File: config.mk
export PLATFORM = sky130hd
export DESIGN_NAME = linear_scan_priority_queue_flat
export DESIGN_NICKNAME = d
export VERILOG_FILES = /design/src/sv/lspq_pkg.sv /design/src/sv/lspq_if.sv /design/src/sv/linear_scan_priority_queue.sv /design/src/sv/lspq_mem.sv /design/src/sv/lspq_ctrl.sv /design/src/flat_wrapper.sv
export VERILOG_INCLUDE_DIRS = /design/src /design/src/sv
export SDC_FILE = /design/constraint.sdc
export NUM_CORES = 2
export LEC_CHECK = 0
export BUFFER_PORTS_ARGS = -buffer_cell sky130_fd_sc_hd__buf_2
export CORE_AREA = 2 2 371 373
export CTS_BUF_LIST = sky130_fd_sc_hd__clkbuf_16
export CTS_CLUSTER_DIAMETER = 50
export DETAILED_ROUTE_END_ITERATION = 6
export DIE_AREA = 0 0 373 375
export PLACE_DENSITY = 0.85
export SETUP_SLACK_MARGIN = 0.1
export SYNTH_ARGS = -nofsm -noshare
export SYNTH_HDL_FRONTEND = slang
export SYNTH_HIERARCHICAL = 1
export SYNTH_SLANG_ARGS = --single-unit
File: constraint.sdc
create_clock -name i_clk -period 6.1 [get_ports i_clk]
set_input_delay 0.305 -clock i_clk [delete_from_list [all_inputs] [get_ports i_clk]]
set_output_delay 0.305 -clock i_clk [all_outputs]
set_load 0.005 [all_outputs]
File: src/sv/linear_scan_priority_queue_macros.svh
// Assertion macros for the linear scan priority queue.
`ifndef LINEAR_SCAN_PRIORITY_QUEUE_MACROS_SVH
`define LINEAR_SCAN_PRIORITY_QUEUE_MACROS_SVH

// Antecedent implies consequent in the same cycle.
`define LSPQ_ASSERT_SAME(label, ante, cons, msg) \
    label: assert property (@(posedge i_clk) disable iff (!i_rst_n) \
        (ante) |-> (cons)) else $error(msg);

// Antecedent implies consequent in the next cycle.
`define LSPQ_ASSERT_NEXT(label, ante, cons, msg) \
    label: assert property (@(posedge i_clk) disable iff (!i_rst_n) \
        (ante) |=> (cons)) else $error(msg);

`endif

File: src/sv/lspq_pkg.sv
// Package: sizes, codes and shared types of the linear scan priority queue.
package lspq_pkg;

    localparam int DEPTH        = 64;
    localparam int KEY_BITS     = 16;
    localparam int PAYLOAD_BITS = 16;
    localparam int IDX_W        = $clog2(DEPTH);
    localparam int CNT_W        = $clog2(DEPTH + 1);

    typedef enum logic [1:0] {
        ST_DONE  = 2'd0,
        ST_EMPTY = 2'd1,
        ST_FULL  = 2'd2
    } t_status;

    typedef enum logic {
        CMD_PUSH = 1'b0,
        CMD_POP  = 1'b1
    } t_cmd;

    typedef struct packed {
        logic [KEY_BITS-1:0]     key;
        logic [PAYLOAD_BITS-1:0] payload;
    } t_entry;

    typedef struct packed {
        logic                    we;
        logic [IDX_W-1:0]        addr;
        logic [KEY_BITS-1:0]     key;
        logic [PAYLOAD_BITS-1:0] payload;
    } t_mem_wr;

    typedef struct packed {
        t_status                 status;
        logic [KEY_BITS-1:0]     key;
        logic [PAYLOAD_BITS-1:0] payload;
        logic [CNT_W-1:0]        occupancy;
    } t_result;

endpackage

File: src/sv/lspq_if.sv
// Channel interfaces: command input, result output and configuration write.
interface lspq_in_if import lspq_pkg::*; ();
    logic                    valid;
    logic                    ready;
    logic                    command;
    logic [KEY_BITS-1:0]     key;
    logic [PAYLOAD_BITS-1:0] payload;

    modport source (output valid, output command, output key, output payload, input ready);
    modport sink   (input valid, input command, input key, input payload, output ready);
endinterface

interface lspq_out_if import lspq_pkg::*; ();
    logic                    valid;
    logic                    ready;
    logic [1:0]              status;
    logic [KEY_BITS-1:0]     out_key;
    logic [PAYLOAD_BITS-1:0] out_payload;
    logic [CNT_W-1:0]        occupancy;

    modport source (output valid, output status, output out_key, output out_payload,
                    output occupancy, input ready);
    modport sink   (input valid, input status, input out_key, input out_payload,
                    input occupancy, output ready);
endinterface

interface lspq_cfg_if ();
    logic valid;
    logic ready;
    logic order_select;

    modport source (output valid, output order_select, input ready);
    modport sink   (input valid, input order_select, output ready);
endinterface

File: src/sv/linear_scan_priority_queue.sv
// Top level: priority queue on an unsorted array, scanned one entry per cycle on pop.
// Push, pop on empty and push on full go from idle straight to the result state. No new item
// is taken until the result has gone to the output register. Pop: the scan walks the single
// read port one entry a cycle, then the last entry is fetched and moved into the winner's slot.
// A finished result waits in the output register while the next item is taken.
// Synchronous active-low reset empties the queue and selects smallest-first order.
`include "linear_scan_priority_queue_macros.svh"

module linear_scan_priority_queue import lspq_pkg::*; (
    input  logic  i_clk,
    input  logic  i_rst_n,
    lspq_in_if.sink    i_in,
    lspq_out_if.source o_out,
    lspq_cfg_if.sink   i_cfg
);

    logic             r_order;
    logic             r_out_valid;
    t_result          r_out;

    logic             w_res_valid;
    logic             w_res_ready;
    t_result          w_res;
    t_mem_wr          w_wr;
    logic [IDX_W-1:0] w_rd_addr;
    t_entry           w_rd_data;

    assign i_cfg.ready = 1'b1;

    always_ff @(posedge i_clk) begin
        if (!i_rst_n) begin
            r_order <= 1'b0;
        end else if (i_cfg.valid) begin
            r_order <= i_cfg.order_select;
        end
    end

    lspq_mem u_mem (
        .i_clk     (i_clk),
        .i_wr      (w_wr),
        .i_rd_addr (w_rd_addr),
        .o_rd_data (w_rd_data)
    );

    lspq_ctrl u_ctrl (
        .i_clk       (i_clk),
        .i_rst_n     (i_rst_n),
        .i_order     (r_order),
        .i_valid     (i_in.valid),
        .o_ready     (i_in.ready),
        .i_command   (i_in.command),
        .i_key       (i_in.key),
        .i_payload   (i_in.payload),
        .o_res_valid (w_res_valid),
        .i_res_ready (w_res_ready),
        .o_res       (w_res),
        .o_wr        (w_wr),
        .o_rd_addr   (w_rd_addr),
        .i_rd_data   (w_rd_data)
    );

    // Output register: load when empty or being drained.
    assign w_res_ready = !r_out_valid || o_out.ready;

    always_ff @(posedge i_clk) begin
        if (!i_rst_n) begin
            r_out_valid <= 1'b0;
        end else if (w_res_valid && w_res_ready) begin
            r_out_valid <= 1'b1;
        end else if (o_out.ready) begin
            r_out_valid <= 1'b0;
        end
        if (w_res_valid && w_res_ready) begin
            r_out <= w_res;
        end
    end

    assign o_out.valid       = r_out_valid;
    assign o_out.status      = r_out.status;
    assign o_out.out_key     = r_out.key;
    assign o_out.out_payload = r_out.payload;
    assign o_out.occupancy   = r_out.occupancy;

    `LSPQ_ASSERT_NEXT(a_busy_after_transfer, i_in.valid && i_in.ready, !i_in.ready, "input taken while an item is still in work")
    `LSPQ_ASSERT_SAME(a_empty_result, o_out.valid && (o_out.status == ST_EMPTY), (o_out.occupancy == '0) && (o_out.out_key == '0) && (o_out.out_payload == '0), "empty status with stored entries or data")
    `LSPQ_ASSERT_SAME(a_full_result, o_out.valid && (o_out.status == ST_FULL), o_out.occupancy == CNT_W'(DEPTH), "full status below capacity")

endmodule

File: src/sv/lspq_mem.sv
// Entry store: one write port, one read port with registered read data.
module lspq_mem import lspq_pkg::*; (
    input  logic             i_clk,
    input  t_mem_wr          i_wr,
    input  logic [IDX_W-1:0] i_rd_addr,
    output t_entry           o_rd_data
);

    t_entry r_mem [DEPTH];
    t_entry r_rd_data;

    always_ff @(posedge i_clk) begin
        if (i_wr.we) begin
            r_mem[i_wr.addr] <= '{key: i_wr.key, payload: i_wr.payload};
        end
        r_rd_data <= r_mem[i_rd_addr];
    end

    assign o_rd_data = r_rd_data;

endmodule

File: src/sv/lspq_ctrl.sv
// Sequencer: push append, pop scan with one shared key comparator, last-entry move.
module lspq_ctrl import lspq_pkg::*; (
    input  logic                    i_clk,
    input  logic                    i_rst_n,
    input  logic                    i_order,
    input  logic                    i_valid,
    output logic                    o_ready,
    input  logic                    i_command,
    input  logic [KEY_BITS-1:0]     i_key,
    input  logic [PAYLOAD_BITS-1:0] i_payload,
    output logic                    o_res_valid,
    input  logic                    i_res_ready,
    output t_result                 o_res,
    output t_mem_wr                 o_wr,
    output logic [IDX_W-1:0]        o_rd_addr,
    input  t_entry                  i_rd_data
);

    typedef enum logic [2:0] {
        S_IDLE,
        S_SCAN,
        S_LAST,
        S_MOVE,
        S_RESULT
    } t_state;

    t_state           r_state, n_state;
    logic [CNT_W-1:0] r_count, n_count;
    logic [IDX_W-1:0] r_idx, n_idx;
    logic             r_pend, n_pend;
    logic [IDX_W-1:0] r_pend_idx, n_pend_idx;
    t_entry           r_best, n_best;
    logic [IDX_W-1:0] r_best_idx, n_best_idx;
    t_result          r_res, n_res;

    logic [CNT_W-1:0] w_cnt_m1;
    logic [CNT_W-1:0] w_cnt_p1;
    logic [IDX_W-1:0] w_last;
    logic             w_beats;
    logic             w_take;

    assign w_cnt_m1 = r_count - CNT_W'(1);
    assign w_cnt_p1 = r_count + CNT_W'(1);
    assign w_last   = w_cnt_m1[IDX_W-1:0];

    // Shared comparator: a later entry wins only on a strictly better key.
    assign w_beats = i_order ? (i_rd_data.key > r_best.key) : (i_rd_data.key < r_best.key);
    assign w_take  = r_pend && ((r_pend_idx == '0) || w_beats);

    assign o_ready     = (r_state == S_IDLE);
    assign o_res_valid = (r_state == S_RESULT);
    assign o_res       = r_res;

    always_comb begin
        n_state    = r_state;
        n_count    = r_count;
        n_idx      = r_idx;
        n_pend     = r_pend;
        n_pend_idx = r_pend_idx;
        n_best     = r_best;
        n_best_idx = r_best_idx;
        n_res      = r_res;
        o_rd_addr  = r_idx;
        o_wr       = '{we: 1'b0, addr: r_count[IDX_W-1:0], key: i_key, payload: i_payload};

        if (w_take && ((r_state == S_SCAN) || (r_state == S_LAST))) begin
            n_best     = i_rd_data;
            n_best_idx = r_pend_idx;
        end

        case (r_state)
            S_IDLE: begin
                if (i_valid) begin
                    n_state = S_RESULT;
                    if (i_command == CMD_PUSH) begin
                        if (r_count == CNT_W'(DEPTH)) begin
                            n_res = '{status: ST_FULL, key: '0, payload: '0,
                                      occupancy: r_count};
                        end else begin
                            o_wr.we = 1'b1;
                            n_count = w_cnt_p1;
                            n_res   = '{status: ST_DONE, key: '0, payload: '0,
                                        occupancy: w_cnt_p1};
                        end
                    end else if (r_count == '0) begin
                        n_res = '{status: ST_EMPTY, key: '0, payload: '0,
                                  occupancy: r_count};
                    end else begin
                        n_idx   = '0;
                        n_pend  = 1'b0;
                        n_state = S_SCAN;
                    end
                end
            end
            S_SCAN: begin
                // Issue one read a cycle; compare the entry read the cycle before.
                o_rd_addr  = r_idx;
                n_pend     = 1'b1;
                n_pend_idx = r_idx;
                if (r_idx == w_last) begin
                    n_state = S_LAST;
                end else begin
                    n_idx = r_idx + IDX_W'(1);
                end
            end
            S_LAST: begin
                // Compare the last entry and fetch it for the move.
                o_rd_addr = w_last;
                n_state   = S_MOVE;
            end
            S_MOVE: begin
                o_wr    = '{we: 1'b1, addr: r_best_idx, key: i_rd_data.key,
                            payload: i_rd_data.payload};
                n_count = w_cnt_m1;
                n_res   = '{status: ST_DONE, key: r_best.key, payload: r_best.payload,
                            occupancy: w_cnt_m1};
                n_state = S_RESULT;
            end
            S_RESULT: begin
                if (i_res_ready) begin
                    n_state = S_IDLE;
                end
            end
            default: begin
                n_state = S_IDLE;
            end
        endcase
    end

    always_ff @(posedge i_clk) begin
        if (!i_rst_n) begin
            r_state <= S_IDLE;
            r_count <= '0;
            r_pend  <= 1'b0;
        end else begin
            r_state <= n_state;
            r_count <= n_count;
            r_pend  <= n_pend;
        end
        r_idx      <= n_idx;
        r_pend_idx <= n_pend_idx;
        r_best     <= n_best;
        r_best_idx <= n_best_idx;
        r_res      <= n_res;
    end

endmodule

File: src/flat_wrapper.sv
// flat-port wrapper written by rule: the top's interface ports become plain ports
module linear_scan_priority_queue_flat import lspq_pkg::*;
  (i_clk, i_rst_n, i_in_valid, i_in_command, i_in_key, i_in_payload, i_in_ready, o_out_valid, o_out_status, o_out_out_key, o_out_out_payload, o_out_occupancy, o_out_ready, i_cfg_valid, i_cfg_order_select, i_cfg_ready);
  lspq_in_if i_in_i ();
  lspq_out_if o_out_i ();
  lspq_cfg_if i_cfg_i ();
  input  logic i_clk;
  input  logic i_rst_n;
  input wire logic [$bits(i_in_i.valid)-1:0] i_in_valid;
  input wire logic [$bits(i_in_i.command)-1:0] i_in_command;
  input wire logic [$bits(i_in_i.key)-1:0] i_in_key;
  input wire logic [$bits(i_in_i.payload)-1:0] i_in_payload;
  output wire logic [$bits(i_in_i.ready)-1:0] i_in_ready;
  output wire logic [$bits(o_out_i.valid)-1:0] o_out_valid;
  output wire logic [$bits(o_out_i.status)-1:0] o_out_status;
  output wire logic [$bits(o_out_i.out_key)-1:0] o_out_out_key;
  output wire logic [$bits(o_out_i.out_payload)-1:0] o_out_out_payload;
  output wire logic [$bits(o_out_i.occupancy)-1:0] o_out_occupancy;
  input wire logic [$bits(o_out_i.ready)-1:0] o_out_ready;
  input wire logic [$bits(i_cfg_i.valid)-1:0] i_cfg_valid;
  input wire logic [$bits(i_cfg_i.order_select)-1:0] i_cfg_order_select;
  output wire logic [$bits(i_cfg_i.ready)-1:0] i_cfg_ready;
  assign i_in_i.valid = i_in_valid;
  assign i_in_i.command = i_in_command;
  assign i_in_i.key = i_in_key;
  assign i_in_i.payload = i_in_payload;
  assign i_in_ready = i_in_i.ready;
  assign o_out_valid = o_out_i.valid;
  assign o_out_status = o_out_i.status;
  assign o_out_out_key = o_out_i.out_key;
  assign o_out_out_payload = o_out_i.out_payload;
  assign o_out_occupancy = o_out_i.occupancy;
  assign o_out_i.ready = o_out_ready;
  assign i_cfg_i.valid = i_cfg_valid;
  assign i_cfg_i.order_select = i_cfg_order_select;
  assign i_cfg_ready = i_cfg_i.ready;
  linear_scan_priority_queue u_core (.i_clk(i_clk), .i_rst_n(i_rst_n), .i_in(i_in_i), .o_out(o_out_i), .i_cfg(i_cfg_i));
endmodule
# After elaboration in Yosys (flattened, before gate mapping)
# Memories as Yosys holds them, arrays and structs flattened. A register that Yosys moved wholly into a read port is not among the register bits.
# Index checks and enable logic that the tools add are counted.
# totals
reg_bits	145
ramBits	2048
inputBits	39
output_inout_bits	44
word_cells	92
mem_count	1
# classes
add_sub_neg	3
n_lt_le_gt_ge	2
eq_ne	15
muxes	35
reduce_logical	18
# mem_list
name	depth	width	rd	rd_clocked_by_memory_dff	wr	line_no	text
u_core.u_mem.r_mem	64	32	1	1	1	lspq_mem.sv:9	t_entry r_mem [DEPTH];
# op_table
cell	n
two-way mux 41 bit	4
case mux 41 bit (2 select lines)	1
two-way mux 38 bit	1
two-way mux 6 bit	5
two-way mux 7 bit	3
> comparator 16 bit	1
< comparator 16 bit	1
two-way mux 3 bit	5
case mux 3 bit (5 select lines)	1
!= test 2 bit (second input constant)	7
case mux 7 bit (2 select lines)	1
case mux 6 bit (2 select lines)	1
two-way mux 1 bit	11
AND reduction 4 bit	2
adder 7 x 1 -> 7 bit (second input constant)	1
equality test 7 bit (second input constant)	1
zero test 7 bit	1
subtractor 7 x 1 -> 7 bit (second input constant)	1
adder 6 x 1 -> 6 bit (second input constant)	1
equality test 3 x 2 -> 1 bit (second input constant)	2
equality test 6 bit	1
zero test 6 bit	1
AND reduction 3 bit	2
nonzero test 2 bit	3
other kinds (10)	15

# Logic depth before layout (Yosys ltp)
# depth
ltp_word	7
mapped_depth	14
ltp_nobuf	10

# By module
# Netlist, hierarchy kept.
# by_module_without_submodules
mod	instances	cells_per_inst	area_per_inst_um2	seq_area_each_um2
lspq_mem	1	3324	78515.3	62139.6
lspq_ctrl	1	470	5063.6	2952.8
linear_scan_priority_queue	1	51	1336.3	1271.2

# Worst setup path after synthesis
# OpenSTA, ideal clock, no wires.
# synth_path
kind	register to register
from	reg u_core.u_ctrl.r_state[1]
to	mem u_core/u_mem/r_mem[49][0] (netlist name), enable pin
setup_ns	0.461
t_arrival_ns	4.237
t_required_ns	5.639
setup_slack_ns	1.402
path_stages_with_launch	11
path_buffers	5
period_less_slack_ns	4.698
cell_sequence	dfxtp_1 > clkbuf_2 > and3b_1 > clkbuf_1 > clkbuf_1 > buf_1 > nand2_1 > nand2_1 > clkbuf_1 > nand4_1 > nor3_1
# synth_lines
element	line_no	text
from (decl)	lspq_ctrl.sv:27	t_state r_state, n_state;
from (signal assigned)	lspq_ctrl.sv:136	r_state <= n_state;
to (decl)	lspq_mem.sv:9	

# Worst setup path after layout
# layout_path
from	reg u_core.u_ctrl.r_count[0]
to	reg, netlist name u_core/u_mem/o_rd_data[20]
# layout_between
elab_chain_len	2
# layout_lines
element	line_no	text
from (decl)	lspq_ctrl.sv:28	logic [CNT_W-1:0] r_count, n_count;
from (signal assigned)	lspq_ctrl.sv:137	r_count <= n_count;
subtractor 7 x 1 -> 7 bit	lspq_ctrl.sv:42	assign w_cnt_m1 = r_count - CNT_W'(1);
two-way mux 6 bit	lspq_ctrl.sv:71	case (r_state)
named net u_core.w_rd_addr[2]	linear_scan_priority_queue.sv:25	logic [IDX_W-1:0] w_rd_addr;
# The timed path passes the listed nets, and every way through them passes these cells.
# A chain may end at the register's enable or synchronous reset.

==> impl_metrics.tcl <==
set metrics [dict create \
    p_leak_nw 30.1 \
    core_area_um2 136000 \
    area_growth_pct 11.8 \
    die_area_um2 140000 \
    cts_max_path_buffers 3 \
    vias 45932 \
    fin_nets 4109 \
    pre_cts_ws_ns 1.47 \
    clkLatencyLatePin_ns 0.88 \
    p_total_mw 31.9 \
    timing.fmax_mhz 188 \
    layout_commonest_cell "edfxtp_1" \
    wl_per_cell_um 41.7 \
    finalSetupTns_ns 0 \
    synth_flop_cell "edfxtp_1" \
    syn-num-nets 3904 \
    overflow 0 \
    synth_edf_count 2180 \
    setup_viol 0 \
    cts.sinks 2225 \
    cp.required_ns 6.86 \
    ant_nets 0 \
    violations "design-rule violations, max-capacitance violations" \
    drtIter0Drc 10088 \
    finClkSkew_ns 0.0458 \
    yosys_warnings 6 \
    synthCells 3845 \
    grt_pass1_vias 44796 \
    max_cap_viol_count 1 \
    gp_congestion 0.955 \
    cts_tree "done" \
    final_cell_mix "2180 x edfxtp_1, 544 x mux4_2, 206 x clkbuf_16, 121 x nand2_1, 117 x nor2_1" \
    path_max_fanout 44 \
    drive_above_1_share_pct 27.4 \
    tightest_slew_ns 1.50 \
    numPortBuffers 81 \
    hp-class "in -> reg" \
    rsz0062_at_grt "false" \
    dpl.hpwl_mm 130 \
    viasPerCell 7.61 \
    ys_types 77 \
    syn_area_um2 84900 \
    h-tree-depth 4 \
    startpoint_type "flop" \
    num_rows 136 \
    die-height_um 375 \
    ys_ff_latch 2225 \
    peakVddDrop_uv 313 \
    min_period_over_period_pct 87.4 \
    clock_tree.root_cell "clkbuf_16" \
    fin_hold_ws_ns 0.234 \
    antenna_found_initial 35 \
    criticalPathCategory "reg -> reg" \
    crit_start "u_core/u_ctrl/r_count[0]" \
    wl_mm 251 \
    slew_violations 0 \
    yosysSeqAreaShare_pct 78.2 \
    hp-start "i_in_key[4]" \
    relSlewSlack_pct 0.255 \
    rr_startpoint "u_core/u_ctrl/r_count[0]" \
    grt_pass1_wl_mm 351 \
    clk_pin_slew_ns 0.07 \
    die_width_um 373 \
    worst_slack_ns 0.768 \
    drc 45 \
    async_flop_share_pct 0 \
    postCtsSetupRepairBufs 0 \
    min_period_ns 5.33 \
    worstPathArrival_ns 6.09 \
    ios 83 \
    critPathCaptureType "flop" \
    hold_violations 0 \
    p_per_area_nw_per_um2 336 \
    grt_max_degree 109 \
    postSynthAreaPerCell_um2 22.1 \
    cts-buffers-inserted 203 \
    grt_usage_pct 36.4 \
    first_pass_iters 7 \
    status "complete, but fails checks" \
    start_util_pct 62.3 \
]
cell type report:
| type | instances | area [um2] |
|---|---|---|
| Clock inverter | 174 | 1320 |
| Inverter | 23 | 91.3 |
| Tap cell | 1794 | 2240 |
| Timing Repair Buffer | 206 | 1520 |
| Sequential cell | 2225 | 66400 |
| Antenna cell | 14 | 35.0 |
| Multi-Input combinational cell | 1391 | 18200 |
| Clock buffer | 206 | 5150 |
| Fill cell | 7046 | 41400 |
synthesized netlist by cell type, types with 4 or more instances:
| cell type | number | area share [%] |
|---|---|---|
| nand4_1 | 4 | 0.029 |
| xor2_1 | 4 | 0.041 |
| o21ai_0 | 6 | 0.035 |
| inv_1 | 22 | 0.097 |
| nand2_1 | 152 | 0.67 |
| dfxtp_1 | 45 | 1.1 |
| nor3_1 | 11 | 0.065 |
| clkbuf_1 | 87 | 0.38 |
| nand3_1 | 15 | 0.088 |
| o32ai_1 | 4 | 0.041 |
| and3_1 | 6 | 0.044 |
| buf_2 | 60 | 0.35 |
| mux4_2 | 544 | 14 |
| and2_1 | 22 | 0.16 |
| buf_6 | 7 | 0.093 |
| a21oi_1 | 80 | 0.47 |
| a41o_1 | 4 | 0.047 |
| nand2b_1 | 10 | 0.074 |
| a31oi_1 | 4 | 0.029 |
| a311oi_1 | 8 | 0.083 |
| nand3b_1 | 6 | 0.053 |
| nor2b_1 | 18 | 0.13 |
| xnor2_1 | 14 | 0.14 |
| buf_4 | 26 | 0.23 |
| edfxtp_1 | 2180 | 77 |
| a22oi_1 | 12 | 0.11 |
| buf_1 | 25 | 0.11 |
| nor2_1 | 179 | 0.79 |
| o22ai_1 | 85 | 0.63 |
| or3b_2 | 4 | 0.041 |
| mux2i_1 | 95 | 1.1 |
| or3_1 | 4 | 0.029 |
| ha_1 | 20 | 0.29 |
| o221ai_1 | 27 | 0.28 |
critical path: stages (launching register included):
cell and delay [ns]:
dfxtp_1 0.48, inv_1 0.21, ha_1 0.33, xnor2_1 0.24, a21oi_4 0.57, buf_12 0.41, buf_4 0.55, mux4_2 0.41
mux2i_1 0.42, nor2_1 0.13, a311oi_1 1.08, nor3_1 0.14, buf_4 0.20
state kept, by name, indices dropped and copies added, names as in the netlist:
name and cells:
u_core/o_out.occupancy 7, u_core/o_out.out_key 16, u_core/o_out.out_payload 16, u_core/o_out.status 2
u_core/o_out.valid 1, u_core/r_order 1, u_core/u_ctrl/o_res 41, u_core/u_ctrl/r_best 32
u_core/u_ctrl/r_best_idx 6, u_core/u_ctrl/r_count 7, u_core/u_ctrl/r_idx 6, u_core/u_ctrl/r_pend 1
u_core/u_ctrl/r_pend_idx 6, u_core/u_ctrl/r_state 3, u_core/u_mem/o_rd_data 32, u_core/u_mem/r_mem 2048
report_power, final:
part	leakage [nW]	switching (mW)	internal, mW	total [mW]
clock network	3.35	5.76	6.93	12.7
logic	6.75	1.40	0.692	2.09
registers	20.0	0.209	16.9	17.1
total	30.1	7.37	24.5	31.9
stage by stage:
stage,std cells,instance area (um2),util [%]
after floorplan,3845,84900,-
after global placement,5629,88300,64.8
after detailed placement,5629,88300,64.8
after CTS,6018,94900,69.6
after global routing,6020,94900,69.6
final,6033,94900,69.6
cell families (layout without fill, tap and decap cells):
kind of cell	Yosys count	after routing	synth area share [%]
other cells	1	15	0.00442
buf+inv	229	609	1.28
mux	640	640	15.6
xor+xnor	21	21	0.267
flops	2225	2225	78.2
simple gates	455	455	2.44
compound gates	254	254	1.99
fa+ha+maj	20	20	0.295
routing by layer:
layer | global-route usage (%) | wire (um) | part of all wire (%)
met2 | 55.5 | 116000 | 46
met3 | 11.8 | 37300 | 15
met4 | 25.8 | 23700 | 9.4
met5 | 0.309 | 272 | 0.11
met1 | 44.5 | 74400 | 30
what timing repair did:
item                      4_1_cts  5_1_grt
hold buffers                    9        0
gates resized for setup         0        0
hold endpoints to repair       14        0
final timing paths:
kind	to	slack, ns	cells past startpoint
setup / recovery	u_core/u_mem/o_rd_data[20]	0.77	12
hold / removal	u_core/u_mem/r_mem[53][20]	0.23	3
setup reg to reg	u_core/u_mem/o_rd_data[20]	0.77	12
hold reg to reg	u_core/o_out.occupancy[6]	0.40	0
No activity file was read; power rests on OpenSTA's default activity.
